File: src/rtl/core/assert_macros.svh
// ---------------------------------------------------------------------------
// assertion macros shared by the thumb16 encoder modules
// expects clk and rst_n in the enclosing module
// ---------------------------------------------------------------------------
`ifndef ASSERT_MACROS_SVH
`define ASSERT_MACROS_SVH

// invariant checked at every rising clock edge outside reset
`define T16E_CHECK(lbl, expr, msg) \
    lbl: assert property (@(posedge clk) disable iff (!rst_n) (expr)) \
        else $error(msg);

// same-cycle implication checked outside reset
`define T16E_IMPLIES(lbl, ante, cons, msg) \
    lbl: assert property (@(posedge clk) disable iff (!rst_n) (ante) |-> (cons)) \
        else $error(msg);

`endif

File: src/rtl/core/t16e_pkg.sv
// ---------------------------------------------------------------------------
// t16e_pkg
// types, opcodes and encoding helpers of the thumb16 instruction encoder
// ---------------------------------------------------------------------------
package t16e_pkg;

    localparam int CMD_W  = 4;
    localparam int REGD_W = 4;
    localparam int REGN_W = 3;
    localparam int REGM_W = 4;
    localparam int IMM_W  = 32;
    localparam int HW_W   = 16;

    // queue between classifier and sequencer
    localparam int QDEPTH = 2;
    localparam int QPTR_W = $clog2(QDEPTH);
    localparam int QCNT_W = QPTR_W + 1;

    // sequencer step index, up to seven halfwords
    localparam int STEP_W = 3;

    typedef enum logic [CMD_W-1:0] {
        CMD_ADDS       = 4'd0,
        CMD_ADDS_IMM   = 4'd1,
        CMD_SUBS       = 4'd2,
        CMD_SUBS_IMM   = 4'd3,
        CMD_MOV_IMM    = 4'd4,
        CMD_MOV_REG    = 4'd5,
        CMD_LSLS_IMM   = 4'd6,
        CMD_LSLS_REG   = 4'd7,
        CMD_ANDS       = 4'd8,
        CMD_STR        = 4'd9,
        CMD_STRH       = 4'd10,
        CMD_STRB       = 4'd11,
        CMD_LDR        = 4'd12,
        CMD_LDRH       = 4'd13,
        CMD_LDRB       = 4'd14,
        CMD_LOAD_CONST = 4'd15
    } cmd_t;

    localparam logic [6:0] OPC_ADDS     = 7'b0001100;
    localparam logic [6:0] OPC_SUBS     = 7'b0001101;
    localparam logic [4:0] OPC_ADDS_IMM = 5'b00110;
    localparam logic [4:0] OPC_SUBS_IMM = 5'b00111;
    localparam logic [4:0] OPC_MOV_IMM  = 5'b00100;
    localparam logic [7:0] OPC_MOV_REG  = 8'b01000110;
    localparam logic [4:0] OPC_LSLS_IMM = 5'b00000;
    localparam logic [9:0] OPC_LSLS_REG = 10'b0100000010;
    localparam logic [9:0] OPC_ANDS     = 10'b0100000000;
    localparam logic [4:0] OPC_STR      = 5'b01100;
    localparam logic [4:0] OPC_STRH     = 5'b10000;
    localparam logic [4:0] OPC_STRB     = 5'b01110;
    localparam logic [4:0] OPC_LDR      = 5'b01101;
    localparam logic [4:0] OPC_LDRH     = 5'b10001;
    localparam logic [4:0] OPC_LDRB     = 5'b01111;

    // shift amount of the lsls between constant bytes
    localparam logic [4:0] LC_SHIFT = 5'd8;

    // classified item as held in the queue
    typedef struct packed {
        logic             is_lc;     // load constant, sequenced in the back end
        logic [HW_W-1:0]  hw;        // finished halfword of a single command
        logic [2:0]       rd;        // load constant target
        logic [IMM_W-1:0] imm;       // load constant value
        logic [1:0]       top_byte;  // index of the highest nonzero byte
    } q_entry_t;

    typedef struct packed {
        logic full;
        logic empty;
    } qstat_t;

    function automatic logic [HW_W-1:0] enc_three_reg(
        input logic [6:0] opc, input logic [2:0] rd,
        input logic [2:0] rn, input logic [2:0] rm);
        return {opc, rm, rn, rd};
    endfunction

    function automatic logic [HW_W-1:0] enc_imm8(
        input logic [4:0] opc, input logic [2:0] rdn, input logic [7:0] imm);
        return {opc, rdn, imm};
    endfunction

    function automatic logic [HW_W-1:0] enc_imm5(
        input logic [4:0] opc, input logic [2:0] rt,
        input logic [2:0] rn, input logic [4:0] imm);
        return {opc, imm, rn, rt};
    endfunction

    function automatic logic [HW_W-1:0] enc_two_reg(
        input logic [9:0] opc, input logic [2:0] rdn, input logic [2:0] rm);
        return {opc, rm, rdn};
    endfunction

endpackage

File: src/rtl/core/t16e_if.sv
// ---------------------------------------------------------------------------
// t16e channel interfaces
// valid/ready channels for commands in and halfwords out
// ---------------------------------------------------------------------------
interface t16e_cmd_if;
    logic                          valid;
    logic                          ready;
    logic [t16e_pkg::CMD_W-1:0]    command;
    logic [t16e_pkg::REGD_W-1:0]   reg_d;
    logic [t16e_pkg::REGN_W-1:0]   reg_n;
    logic [t16e_pkg::REGM_W-1:0]   reg_m;
    logic [t16e_pkg::IMM_W-1:0]    immediate;

    modport source (output valid, command, reg_d, reg_n, reg_m, immediate, input ready);
    modport sink   (input valid, command, reg_d, reg_n, reg_m, immediate, output ready);
endinterface

interface t16e_hw_if;
    logic                        valid;
    logic                        ready;
    logic [t16e_pkg::HW_W-1:0]   instr_halfword;
    logic                        last;

    modport source (output valid, instr_halfword, last, input ready);
    modport sink   (input valid, instr_halfword, last, output ready);
endinterface

File: src/rtl/core/t16e_front.sv
// ---------------------------------------------------------------------------
// t16e_front
// accepts commands, encodes single-halfword forms, sizes load constants
// ---------------------------------------------------------------------------
module t16e_front (
    t16e_cmd_if.sink               cmd_bus,
    input  t16e_pkg::qstat_t       qstat,
    output logic                   push,
    output t16e_pkg::q_entry_t     push_data
);
    import t16e_pkg::*;

    cmd_t       cmd;
    logic [2:0] rd;
    logic [2:0] rn;
    logic [2:0] rm;
    logic [7:0] imm8;
    logic [4:0] imm5;

    assign cmd  = cmd_t'(cmd_bus.command);
    assign rd   = cmd_bus.reg_d[2:0];
    assign rn   = cmd_bus.reg_n;
    assign rm   = cmd_bus.reg_m[2:0];
    assign imm8 = cmd_bus.immediate[7:0];
    assign imm5 = cmd_bus.immediate[4:0];

    assign cmd_bus.ready = !qstat.full;
    assign push          = cmd_bus.valid && !qstat.full;

    always_comb
    begin
        push_data       = '0;
        push_data.rd    = rd;
        push_data.imm   = cmd_bus.immediate;
        push_data.is_lc = (cmd == CMD_LOAD_CONST);

        unique case (cmd)
            CMD_ADDS:       push_data.hw = enc_three_reg(OPC_ADDS, rd, rn, rm);
            CMD_ADDS_IMM:   push_data.hw = enc_imm8(OPC_ADDS_IMM, rd, imm8);
            CMD_SUBS:       push_data.hw = enc_three_reg(OPC_SUBS, rd, rn, rm);
            CMD_SUBS_IMM:   push_data.hw = enc_imm8(OPC_SUBS_IMM, rd, imm8);
            CMD_MOV_IMM:    push_data.hw = enc_imm8(OPC_MOV_IMM, rd, imm8);
            CMD_MOV_REG:    push_data.hw = {OPC_MOV_REG, cmd_bus.reg_d[3],
                                            cmd_bus.reg_m, rd};
            CMD_LSLS_IMM:   push_data.hw = enc_imm5(OPC_LSLS_IMM, rd, rm, imm5);
            CMD_LSLS_REG:   push_data.hw = enc_two_reg(OPC_LSLS_REG, rd, rm);
            CMD_ANDS:       push_data.hw = enc_two_reg(OPC_ANDS, rd, rm);
            CMD_STR:        push_data.hw = enc_imm5(OPC_STR, rd, rn, imm5);
            CMD_STRH:       push_data.hw = enc_imm5(OPC_STRH, rd, rn, imm5);
            CMD_STRB:       push_data.hw = enc_imm5(OPC_STRB, rd, rn, imm5);
            CMD_LDR:        push_data.hw = enc_imm5(OPC_LDR, rd, rn, imm5);
            CMD_LDRH:       push_data.hw = enc_imm5(OPC_LDRH, rd, rn, imm5);
            CMD_LDRB:       push_data.hw = enc_imm5(OPC_LDRB, rd, rn, imm5);
            CMD_LOAD_CONST: push_data.hw = '0;
            default:        push_data.hw = '0;
        endcase

        // highest nonzero byte sets the halfword count
        priority if (cmd_bus.immediate[31:24] != 8'd0)
            push_data.top_byte = 2'd3;
        else if (cmd_bus.immediate[23:16] != 8'd0)
            push_data.top_byte = 2'd2;
        else if (cmd_bus.immediate[15:8] != 8'd0)
            push_data.top_byte = 2'd1;
        else
            push_data.top_byte = 2'd0;
    end

endmodule

File: src/rtl/core/t16e_queue.sv
// ---------------------------------------------------------------------------
// t16e_queue
// short fifo of classified items between front and back end
// ---------------------------------------------------------------------------
`include "assert_macros.svh"

module t16e_queue (
    input  logic                   clk,
    input  logic                   rst_n,
    input  logic                   push,
    input  t16e_pkg::q_entry_t     push_data,
    input  logic                   pop,
    output t16e_pkg::q_entry_t     head,
    output t16e_pkg::qstat_t       qstat
);
    import t16e_pkg::*;

    q_entry_t          mem_reg [QDEPTH];
    logic [QPTR_W-1:0] wr_ptr_reg;
    logic [QPTR_W-1:0] wr_ptr_next;
    logic [QPTR_W-1:0] rd_ptr_reg;
    logic [QPTR_W-1:0] rd_ptr_next;
    logic [QCNT_W-1:0] count_reg;
    logic [QCNT_W-1:0] count_next;

    assign qstat.full  = (count_reg == QCNT_W'(QDEPTH));
    assign qstat.empty = (count_reg == '0);
    assign head        = mem_reg[rd_ptr_reg];

    always_comb
    begin
        wr_ptr_next = push ? wr_ptr_reg + 1'b1 : wr_ptr_reg;
        rd_ptr_next = pop  ? rd_ptr_reg + 1'b1 : rd_ptr_reg;
        unique case ({push, pop})
            2'b10:   count_next = count_reg + 1'b1;
            2'b01:   count_next = count_reg - 1'b1;
            default: count_next = count_reg;
        endcase
    end

    always_ff @(posedge clk or negedge rst_n)
    begin
        if (!rst_n)
        begin
            wr_ptr_reg <= '0;
            rd_ptr_reg <= '0;
            count_reg  <= '0;
        end
        else
        begin
            wr_ptr_reg <= wr_ptr_next;
            rd_ptr_reg <= rd_ptr_next;
            count_reg  <= count_next;
        end
    end

    always_ff @(posedge clk)
    begin
        if (push)
        begin
            mem_reg[wr_ptr_reg] <= push_data;
        end
    end

    `T16E_CHECK(a_count_bound, count_reg <= QCNT_W'(QDEPTH), "queue count over depth")
    `T16E_IMPLIES(a_ptr_gap, !qstat.full && !qstat.empty,
                  wr_ptr_reg != rd_ptr_reg, "queue pointers disagree with count")

endmodule

File: src/rtl/core/t16e_back.sv
// ---------------------------------------------------------------------------
// t16e_back
// sequences halfwords of the head item into the output register
// ---------------------------------------------------------------------------
`include "assert_macros.svh"

module t16e_back (
    input  logic                   clk,
    input  logic                   rst_n,
    input  t16e_pkg::q_entry_t     head,
    input  t16e_pkg::qstat_t       qstat,
    output logic                   pop,
    t16e_hw_if.source              hw_bus
);
    import t16e_pkg::*;

    logic [STEP_W-1:0] step_reg;
    logic [STEP_W-1:0] step_next;
    logic              out_valid_reg;
    logic              out_valid_next;
    logic [HW_W-1:0]   hw_reg;
    logic [HW_W-1:0]   hw_next;
    logic              last_reg;
    logic              last_next;

    logic              head_valid;
    logic              advance;
    logic              step_last;
    logic [1:0]        byte_idx;
    logic [7:0]        cur_byte;

    assign head_valid = !qstat.empty;
    assign advance    = head_valid && (!out_valid_reg || hw_bus.ready);

    // last halfword of a load constant sits at step 2 * top_byte
    assign step_last = (step_reg == {head.top_byte, 1'b0});
    assign byte_idx  = head.top_byte - step_reg[2:1];
    assign cur_byte  = head.imm[{byte_idx, 3'b000} +: 8];

    always_comb
    begin
        priority if (!head.is_lc)
            hw_next = head.hw;
        else if (step_reg == '0)
            hw_next = enc_imm8(OPC_MOV_IMM, head.rd, cur_byte);
        else if (step_reg[0])
            hw_next = enc_imm5(OPC_LSLS_IMM, head.rd, head.rd, LC_SHIFT);
        else
            hw_next = enc_imm8(OPC_ADDS_IMM, head.rd, cur_byte);

        last_next = !head.is_lc || step_last;
        pop       = advance && last_next;

        if (advance)
            step_next = last_next ? '0 : step_reg + 1'b1;
        else
            step_next = step_reg;

        if (advance)
            out_valid_next = 1'b1;
        else if (hw_bus.ready)
            out_valid_next = 1'b0;
        else
            out_valid_next = out_valid_reg;
    end

    always_ff @(posedge clk or negedge rst_n)
    begin
        if (!rst_n)
        begin
            step_reg      <= '0;
            out_valid_reg <= 1'b0;
        end
        else
        begin
            step_reg      <= step_next;
            out_valid_reg <= out_valid_next;
        end
    end

    always_ff @(posedge clk)
    begin
        if (advance)
        begin
            hw_reg   <= hw_next;
            last_reg <= last_next;
        end
    end

    assign hw_bus.valid          = out_valid_reg;
    assign hw_bus.instr_halfword = hw_reg;
    assign hw_bus.last           = last_reg;

    `T16E_IMPLIES(a_step_owner, step_reg != '0, head_valid && head.is_lc,
                  "sequencer mid-item without a load constant at the head")
    `T16E_IMPLIES(a_step_bound, head_valid && head.is_lc,
                  step_reg <= {head.top_byte, 1'b0}, "sequencer ran past last halfword")

endmodule

File: src/rtl/core/thumb16_instruction_encoder.sv
// ---------------------------------------------------------------------------
// thumb16_instruction_encoder
// encodes commands into 16-bit thumb halfwords, load constant into several
// ---------------------------------------------------------------------------
// latency: a command is written into the queue, then its halfword into the output register, where it becomes valid
// throughput: one halfword per cycle on hw_bus while hw_bus.ready stays high, set by the back-end sequencer
// a load constant takes 1, 3, 5 or 7 halfwords from the sequencer, others one
// the two-entry queue keeps taking commands while the sequencer works, as long as it has room
// reset: asynchronous, active low, empties queue, sequencer and output stage

module thumb16_instruction_encoder (
    input  logic         clk,
    input  logic         rst_n,
    t16e_cmd_if.sink     cmd_bus,
    t16e_hw_if.source    hw_bus
);
    import t16e_pkg::*;

    // front end to queue
    logic     push;
    q_entry_t push_data;

    // queue to back end
    logic     pop;
    q_entry_t head;
    qstat_t   qstat;

    // classifier: accepts a command whenever the queue has room and encodes
    // every single-halfword form right away
    t16e_front u_front (
        .cmd_bus   (cmd_bus),
        .qstat     (qstat),
        .push      (push),
        .push_data (push_data)
    );

    // decouples acceptance from output backpressure
    t16e_queue u_queue (
        .clk       (clk),
        .rst_n     (rst_n),
        .push      (push),
        .push_data (push_data),
        .pop       (pop),
        .head      (head),
        .qstat     (qstat)
    );

    // sequencer: emits the head item's halfwords into the output register,
    // mov then lsls/adds pairs for a load constant
    t16e_back u_back (
        .clk    (clk),
        .rst_n  (rst_n),
        .head   (head),
        .qstat  (qstat),
        .pop    (pop),
        .hw_bus (hw_bus)
    );

endmodule
File: src/flat_wrapper.sv
// flat-port wrapper written by rule: the top's interface ports become plain ports
module thumb16_instruction_encoder_flat import t16e_pkg::*;
  (clk, rst_n, cmd_bus_valid, cmd_bus_command, cmd_bus_reg_d, cmd_bus_reg_n, cmd_bus_reg_m, cmd_bus_immediate, cmd_bus_ready, hw_bus_valid, hw_bus_instr_halfword, hw_bus_last, hw_bus_ready);
  t16e_cmd_if cmd_bus_i ();
  t16e_hw_if hw_bus_i ();
  input  logic clk;
  input  logic rst_n;
  input wire logic [$bits(cmd_bus_i.valid)-1:0] cmd_bus_valid;
  input wire logic [$bits(cmd_bus_i.command)-1:0] cmd_bus_command;
  input wire logic [$bits(cmd_bus_i.reg_d)-1:0] cmd_bus_reg_d;
  input wire logic [$bits(cmd_bus_i.reg_n)-1:0] cmd_bus_reg_n;
  input wire logic [$bits(cmd_bus_i.reg_m)-1:0] cmd_bus_reg_m;
  input wire logic [$bits(cmd_bus_i.immediate)-1:0] cmd_bus_immediate;
  output wire logic [$bits(cmd_bus_i.ready)-1:0] cmd_bus_ready;
  output wire logic [$bits(hw_bus_i.valid)-1:0] hw_bus_valid;
  output wire logic [$bits(hw_bus_i.instr_halfword)-1:0] hw_bus_instr_halfword;
  output wire logic [$bits(hw_bus_i.last)-1:0] hw_bus_last;
  input wire logic [$bits(hw_bus_i.ready)-1:0] hw_bus_ready;
  assign cmd_bus_i.valid = cmd_bus_valid;
  assign cmd_bus_i.command = cmd_bus_command;
  assign cmd_bus_i.reg_d = cmd_bus_reg_d;
  assign cmd_bus_i.reg_n = cmd_bus_reg_n;
  assign cmd_bus_i.reg_m = cmd_bus_reg_m;
  assign cmd_bus_i.immediate = cmd_bus_immediate;
  assign cmd_bus_ready = cmd_bus_i.ready;
  assign hw_bus_valid = hw_bus_i.valid;
  assign hw_bus_instr_halfword = hw_bus_i.instr_halfword;
  assign hw_bus_last = hw_bus_i.last;
  assign hw_bus_i.ready = hw_bus_ready;
  thumb16_instruction_encoder u_core (.clk(clk), .rst_n(rst_n), .cmd_bus(cmd_bus_i), .hw_bus(hw_bus_i));
endmodule
File: config.mk
export PLATFORM = sky130hd
export DESIGN_NAME = thumb16_instruction_encoder_flat
export DESIGN_NICKNAME = d
export VERILOG_FILES = /design/src/rtl/core/t16e_pkg.sv /design/src/rtl/core/t16e_if.sv /design/src/rtl/core/t16e_front.sv /design/src/rtl/core/t16e_queue.sv /design/src/rtl/core/t16e_back.sv /design/src/rtl/core/thumb16_instruction_encoder.sv /design/src/flat_wrapper.sv
export VERILOG_INCLUDE_DIRS = /design/src /design/src/rtl/core
export SDC_FILE = /design/constraint.sdc
export NUM_CORES = 1
export LEC_CHECK = 0
export ABC_AREA = 1
export BUFFER_PORTS_ARGS = -buffer_cell sky130_fd_sc_hd__buf_2
export CORE_ASPECT_RATIO = 2
export CORE_MARGIN = 5
export CORE_UTILIZATION = 45
export CTS_BUF_LIST = sky130_fd_sc_hd__clkbuf_8
export DETAILED_ROUTE_END_ITERATION = 6
export PLACE_DENSITY_LB_ADDON = 0.15
export SLEW_MARGIN = 5
export SYNTH_ARGS = -nofsm -noshare
export SYNTH_HDL_FRONTEND = slang
export SYNTH_SLANG_ARGS = --single-unit
File: constraint.sdc
create_clock -name clk -period 3.15 [get_ports clk]
set_clock_uncertainty 0.1 [all_clocks]
set_input_delay 0.1575 -clock clk [delete_from_list [all_inputs] [get_ports clk]]
set_output_delay 0.1575 -clock clk [all_outputs]
set_load 0.01 [all_outputs]
Word level (Yosys, flattened, before mapping). Memory sizes are Yosys's and may differ from the RTL's. Index checks and enable logic that the tools add are counted.

Logic and storage cells: 64. RAM bits: 108. Input port bits: 51. Bits in registers: 25. Memories: 1.

Memories: u_core.u_queue.mem_reg (depth 2, width 54, read ports 1, clocked after memory_dff 0, write ports 1, line t16e_queue.sv:18) `q_entry_t mem_reg [QDEPTH];`.

Multiplexer cells: 13. $add $sub $neg: 6. Eq/ne operators: 19. Shift-type cells: 1. Reductions and logical operators: 17.

Operator list (number): 16-bit one-hot mux with 16 select lines (1); 4-bit equality test, second input constant (8); 32-bit by 6-bit indexed part select with 8-bit output (1); 14-bit two-way mux (2); 8-bit nonzero test (3); 4-bit by 3-bit equality test with 1-bit output, second input constant (4); 16-bit two-way mux (1); 4-bit by 2-bit equality test with 1-bit output, second input constant (2); 1-bit two-way mux (5); 2-bit equality test, second input constant (2); 4-bit by 1-bit equality test with 1-bit output, second input constant (1); 1-bit logical NOT (4); 4-bit logical NOT (1); 2-bit two-way mux (2); 2-bit one-hot mux with 2 select lines (1); 2-bit nonzero test (2); 3-bit by 1-bit adder with 3-bit output, second input constant (1); 3-bit equality test (1); 1-bit logical AND (3); 3-bit logical NOT (1); 3-bit two-way mux (1); 1-bit adder, second input constant (2); 2-bit by 1-bit adder with 2-bit output, second input constant (1); 2-bit by 1-bit equality test with 1-bit output, second input constant (1); other kinds (4) (5).

Depth between registers and ports, before layout.
Word-level depth: 6. Mapped depth: 14. Depth with buffers taken out: 11.

Modules after synthesis. From an unflattened synthesis, not the netlist that was laid out.

Cells, all modules: 634. Area, all modules: 6392.4 um^2.

By module, submodules not included: t16e_queue (instances 1, cells each 306, area an instance 4225.3 um^2); t16e_back (instances 1, cells each 167, area an instance 1341.3 um^2); t16e_front (instances 1, cells each 161, area an instance 825.8 um^2).

Worst setup path before layout. No wires, ideal clock.

Path type: register -> register. From: register u_core.u_queue.count_reg[0]. To: memory u_core.u_queue.mem_reg[1][0] (netlist name) (enable). Data arrival time: 2967 ps. Slack: -384 ps. Stages on the path, launching flop included: 5. Required time: 2583 ps. Period minus slack after synthesis: 3534 ps. Buffers on the path: 0. Path through: dfrtp_1 inv_2 nand2_1 nand2_1 nor2_1.

Cells in the longest elaborated chain, start to end: 5.

Ends and longest elaborated chain: from (decl) (line t16e_queue.sv:23) `logic [QCNT_W-1:0] count_reg;`; from (signal assigned) (line t16e_queue.sv:53) `count_reg <= count_next;`; 2-bit equality test (line t16e_queue.sv:26) `assign qstat.full = (count_reg == QCNT_W'(QDEPTH));`; 1-bit logical NOT; via cmd_bus_ready (line flat_wrapper.sv:14) `output wire logic [$bits(cmd_bus_i.ready)-1:0] cmd_bus_ready;`; 1-bit logical AND (line t16e_front.sv:28) `assign push = cmd_bus.valid && !qstat.full;`; 1-bit two-way mux (line t16e_queue.sv:59) `if (push)`; 1-bit two-way mux (not written as such) (line t16e_queue.sv:61) `mem_reg[wr_ptr_reg] <= push_data;`; to (decl) (line t16e_queue.sv:18).

The timed path passes the listed nets, and every way through them passes these cells.

Worst setup path in the final report.
From: register u_core.u_queue.rd_ptr_reg. To: register u_core.u_queue.count_reg[1].

Cells in the longest elaborated chain, start to end: 6.

Ends and longest elaborated chain: from (decl) (line t16e_queue.sv:21) `logic [QPTR_W-1:0] rd_ptr_reg;`; from (signal assigned) (line t16e_queue.sv:52) `rd_ptr_reg <= rd_ptr_next;`; memory 2 x 54 bit *; 3-bit equality test / 1-bit logical NOT (equally long branches) (line t16e_back.sv:36, t16e_back.sv:51); 1-bit logical OR * (line t16e_back.sv:51) `last_next = !head.is_lc || step_last;`; via u_core.u_back.last_next (line t16e_back.sv:24) `logic last_next;`; 1-bit logical AND * (line t16e_back.sv:52) `pop = advance && last_next;`; via u_core.pop (line thumb16_instruction_encoder.sv:24) `logic pop;`; 2-bit by 1-bit equality test with 1-bit output / 2-bit equality test (equally long branches) (line t16e_queue.sv:34) `unique case ({push, pop})`; 2-bit one-hot mux with 2 select lines / 2-bit nonzero test (equally long branches).

The timed path passes the listed nets; every way through them passes the cells marked *. A chain may end at the register's enable or synchronous reset.

==> impl_metrics.toml <==
[floorplanning]
initial_utilization_pct = 45.7
rows = 59
ios = 70
die_w_um = 91.2
coreArea_mm2 = 0.0130
die_y_um = 172
die-area_mm2 = 0.0157

[cells_and_area]
n_antenna_cell = 0
drive_above_1_share_pct = 19.3
nNetsFinal = 728
final_cells = 836
utilization_pct = 56.3
syn2layout_area_growth_pct = 23.1
largest_reg_flops = 108

[drt]
final_antenna_net_count = 0
drt_iter0_markers = 256
drt_wl_total_um = 13900
routedWlPerCell_um = 16.6
drc = 0
dr.pass1.iters = 5
viasPerCell = 5.13
vias = 4291

[placed_design]
routabilityCongestion = 0.877
portBuffers = 69
place_inst = 762
dp.final_hpwl_um = 9860

[global_route]
antenna_found_initial = 0
grt_start_max_net_pins = 56
gr-total-overflow = 0
grt_usage_pct = 18.4
grt_pass1_vias = 4385
grt_pass1_wl_um = 22200

[yosys]
yosys_warnings = 0
synth_compound_gate_area_share_pct = 4.49
synth_top_family_by_area = "simple AND/OR/NAND/NOR gates"
yosysMostFrequentCell = "nand2_1"
synth_top_area_share_pct = 63.2
synthArstFlopShare_pct = 6.02
ys.flop_type = "edfxtp_1"
ys_top_cells_by_count = "169 x nand2_1, 125 x edfxtp_1, 53 x nand3_1, 40 x inv_1, 38 x nor2_1"
synthAdderAreaFrac_pct = 0.843
synth_nets = 605
yosys.area.top_type = "edfxtp_1"
postSynthCellCount = 550
ys_types = 37
synth_edf_count = 125
synthXorXnorAreaFrac_pct = 0.295
yosys.area_share.simple_pct = 22.0
avgSynthCellArea_um2 = 10.8
synth_sequential_area_ratio_pct = 66.6
muxShareOfSynthArea_pct = 0.506
synth-seq-cells = 133
syn_area_mm2 = 0.00594
synth.top_cells.by_area = "edfxtp_1 63%, nand2_1 11%, nand3_1 4.5%, dfrtp_1 3.4%, inv_1 2.5%"

[sta]
finalSetupTns_ns = 0
fin_crit_ns = 2.30
period_share_pct = 73.0
slew_headroom_pct = 47.2
final-hold-violation-count = 0
rsz0062_at_grt = "false"
fmax_ghz = 0.435
slew_viol_final = 0
setup_violations = 0
worst_pin_slew_ns = 0.792

[setup_path]
crit_required_ns = 3.36
path_class = "reg -> reg"
crit_fanout = 33
cp-end-kind = "flip-flop"
reg2regPathDepth = 10
slowest_delay_ns = 0.45
slowest_stage = "dfrtp_2"
cp-start-kind = "flip-flop"
crit_chain = "buf_4 > nor2_2 > nor2_8 > nand2_1 > inv_2 > nor2_4 > ha_1 > a21oi_1 > o21ai_0 > xor2_1"
cp.arrival_ns = 2.51

[pwr]
p_seq_share_pct = 40.7
leakagePower_nw = 3.05
p_sw_share_pct = 36.2
p_clk_share_pct = 23.5
peakVddDrop_mv = 0.625
power_switching_mw = 2.44
powerDensity_mw_per_mm2 = 921
p_int_mw = 4.30
power.share.combinational_pct = 35.8

[cts]
htreeDepth = 4
cts_tree = "done"
cts_root_buf = "clkbuf_8"
holdBufCountCts = 44
numCtsBuffers = 17
insertion_delay_ns = 0.42
clkTransAtPathRegs_ns = 0.08
postCtsResizedCells = 0
post_cts_buffers = 0
cts_buffer_depth = 2
clock-sinks = 133

[run_status]
status = "finished, final reports clean"

[min_path]
holdPathStages = 3
hp-class = "in -> reg"

[run]
cap_violations = 0
cell type report:
class	count	area (µm²)
sequential	133	3960
multi-input combinational	350	1680
inverter	51	199
clock buffer	17	234
fill	1097	5680
tap	152	190
clock inverter	13	209
timing repair buffer	120	838
cell usage in the layout (no fill, tap or decap), drive strengths merged, types with 3 or more instances in the layout:
cell type / instances
a21oi: 14
buf: 76
bufinv: 5
clkbuf: 17
clkinv: 5
dfrtp: 8
dlygate4sd3: 44
edfxtp: 125
ha: 4
inv: 53
mux2i: 3
nand2: 170
nand3: 59
nand3b: 6
nand4: 4
nor2: 44
nor4: 6
o211ai: 4
o21ai: 24
layer usage:
metal,GRT usage (%),share of wire (%)
met1,18.9,37
met2,34.9,56
met3,4.35,4.1
met4,7.92,2.7
met5,0,0
final timing paths:
kind,startpoint,end,slack [ns]
worst max-delay path,u_core.u_queue.rd_ptr_reg$_DFFE_PN0P_,u_core.u_queue.count_reg[1]$_DFFE_PN0P_,0.85
worst min-delay path,cmd_bus_reg_n[0],u_core.u_queue.mem_reg[0][40]$_DFFE_PP_,0.05
worst max register to register,u_core.u_queue.rd_ptr_reg$_DFFE_PN0P_,u_core.u_queue.count_reg[1]$_DFFE_PN0P_,0.85
worst min register to register,u_core.u_queue.count_reg[0]$_DFFE_PN0P_,u_core.u_queue.count_reg[0]$_DFFE_PN0P_,0.44
max in group asynchronous,rst_n,u_core.u_queue.rd_ptr_reg$_DFFE_PN0P_,2.03
min in group asynchronous,rst_n,u_core.u_queue.count_reg[1]$_DFFE_PN0P_,0.61
power by group through the flow:
stage | logic (mW) | clock network (mW) | registers (mW)
floorplan | 1.67 | 0 | 2.80
global route | 2.72 | 1.69 | 2.78
finish | 2.41 | 1.58 | 2.74
detailed placement | 2.41 | 0 | 2.78
CTS | 2.46 | 1.61 | 2.75
global placement | 2.38 | 0 | 2.77
per-stage QoR:
stage,cell area [µm²],hold WS [ns],setup WS (ns),power (mW)
floorplan,5940,-0.238,0.512,4.47
global placement,6430,-0.0876,0.851,5.15
detailed placement,6430,-0.0829,0.847,5.19
CTS,7310,0.0219,0.829,6.82
global route,7310,0.0370,0.613,7.19
finish,7310,0.0493,0.849,6.73
kinds of logic after synthesis:
group	count (synthesis)
buf+inv	67
fa+ha+maj	4
simple gates	293
flops	133
mux	3
compound gates	48
xor+xnor	2
critical path, delay by kind of cell (launching register included):
| family | cells | cell delay, ns |
|---|---|---|
| buffers and inverters | 2 | 0.47 |
| and+or+nand+nor | 4 | 0.48 |
| DFF | 1 | 0.45 |
| adders and majority gates | 1 | 0.31 |
| xor gates and xnor gates | 1 | 0.15 |
| AOI/OAI and AO/OA | 2 | 0.21 |
Note: power is estimated with default switching activity, not from simulation.
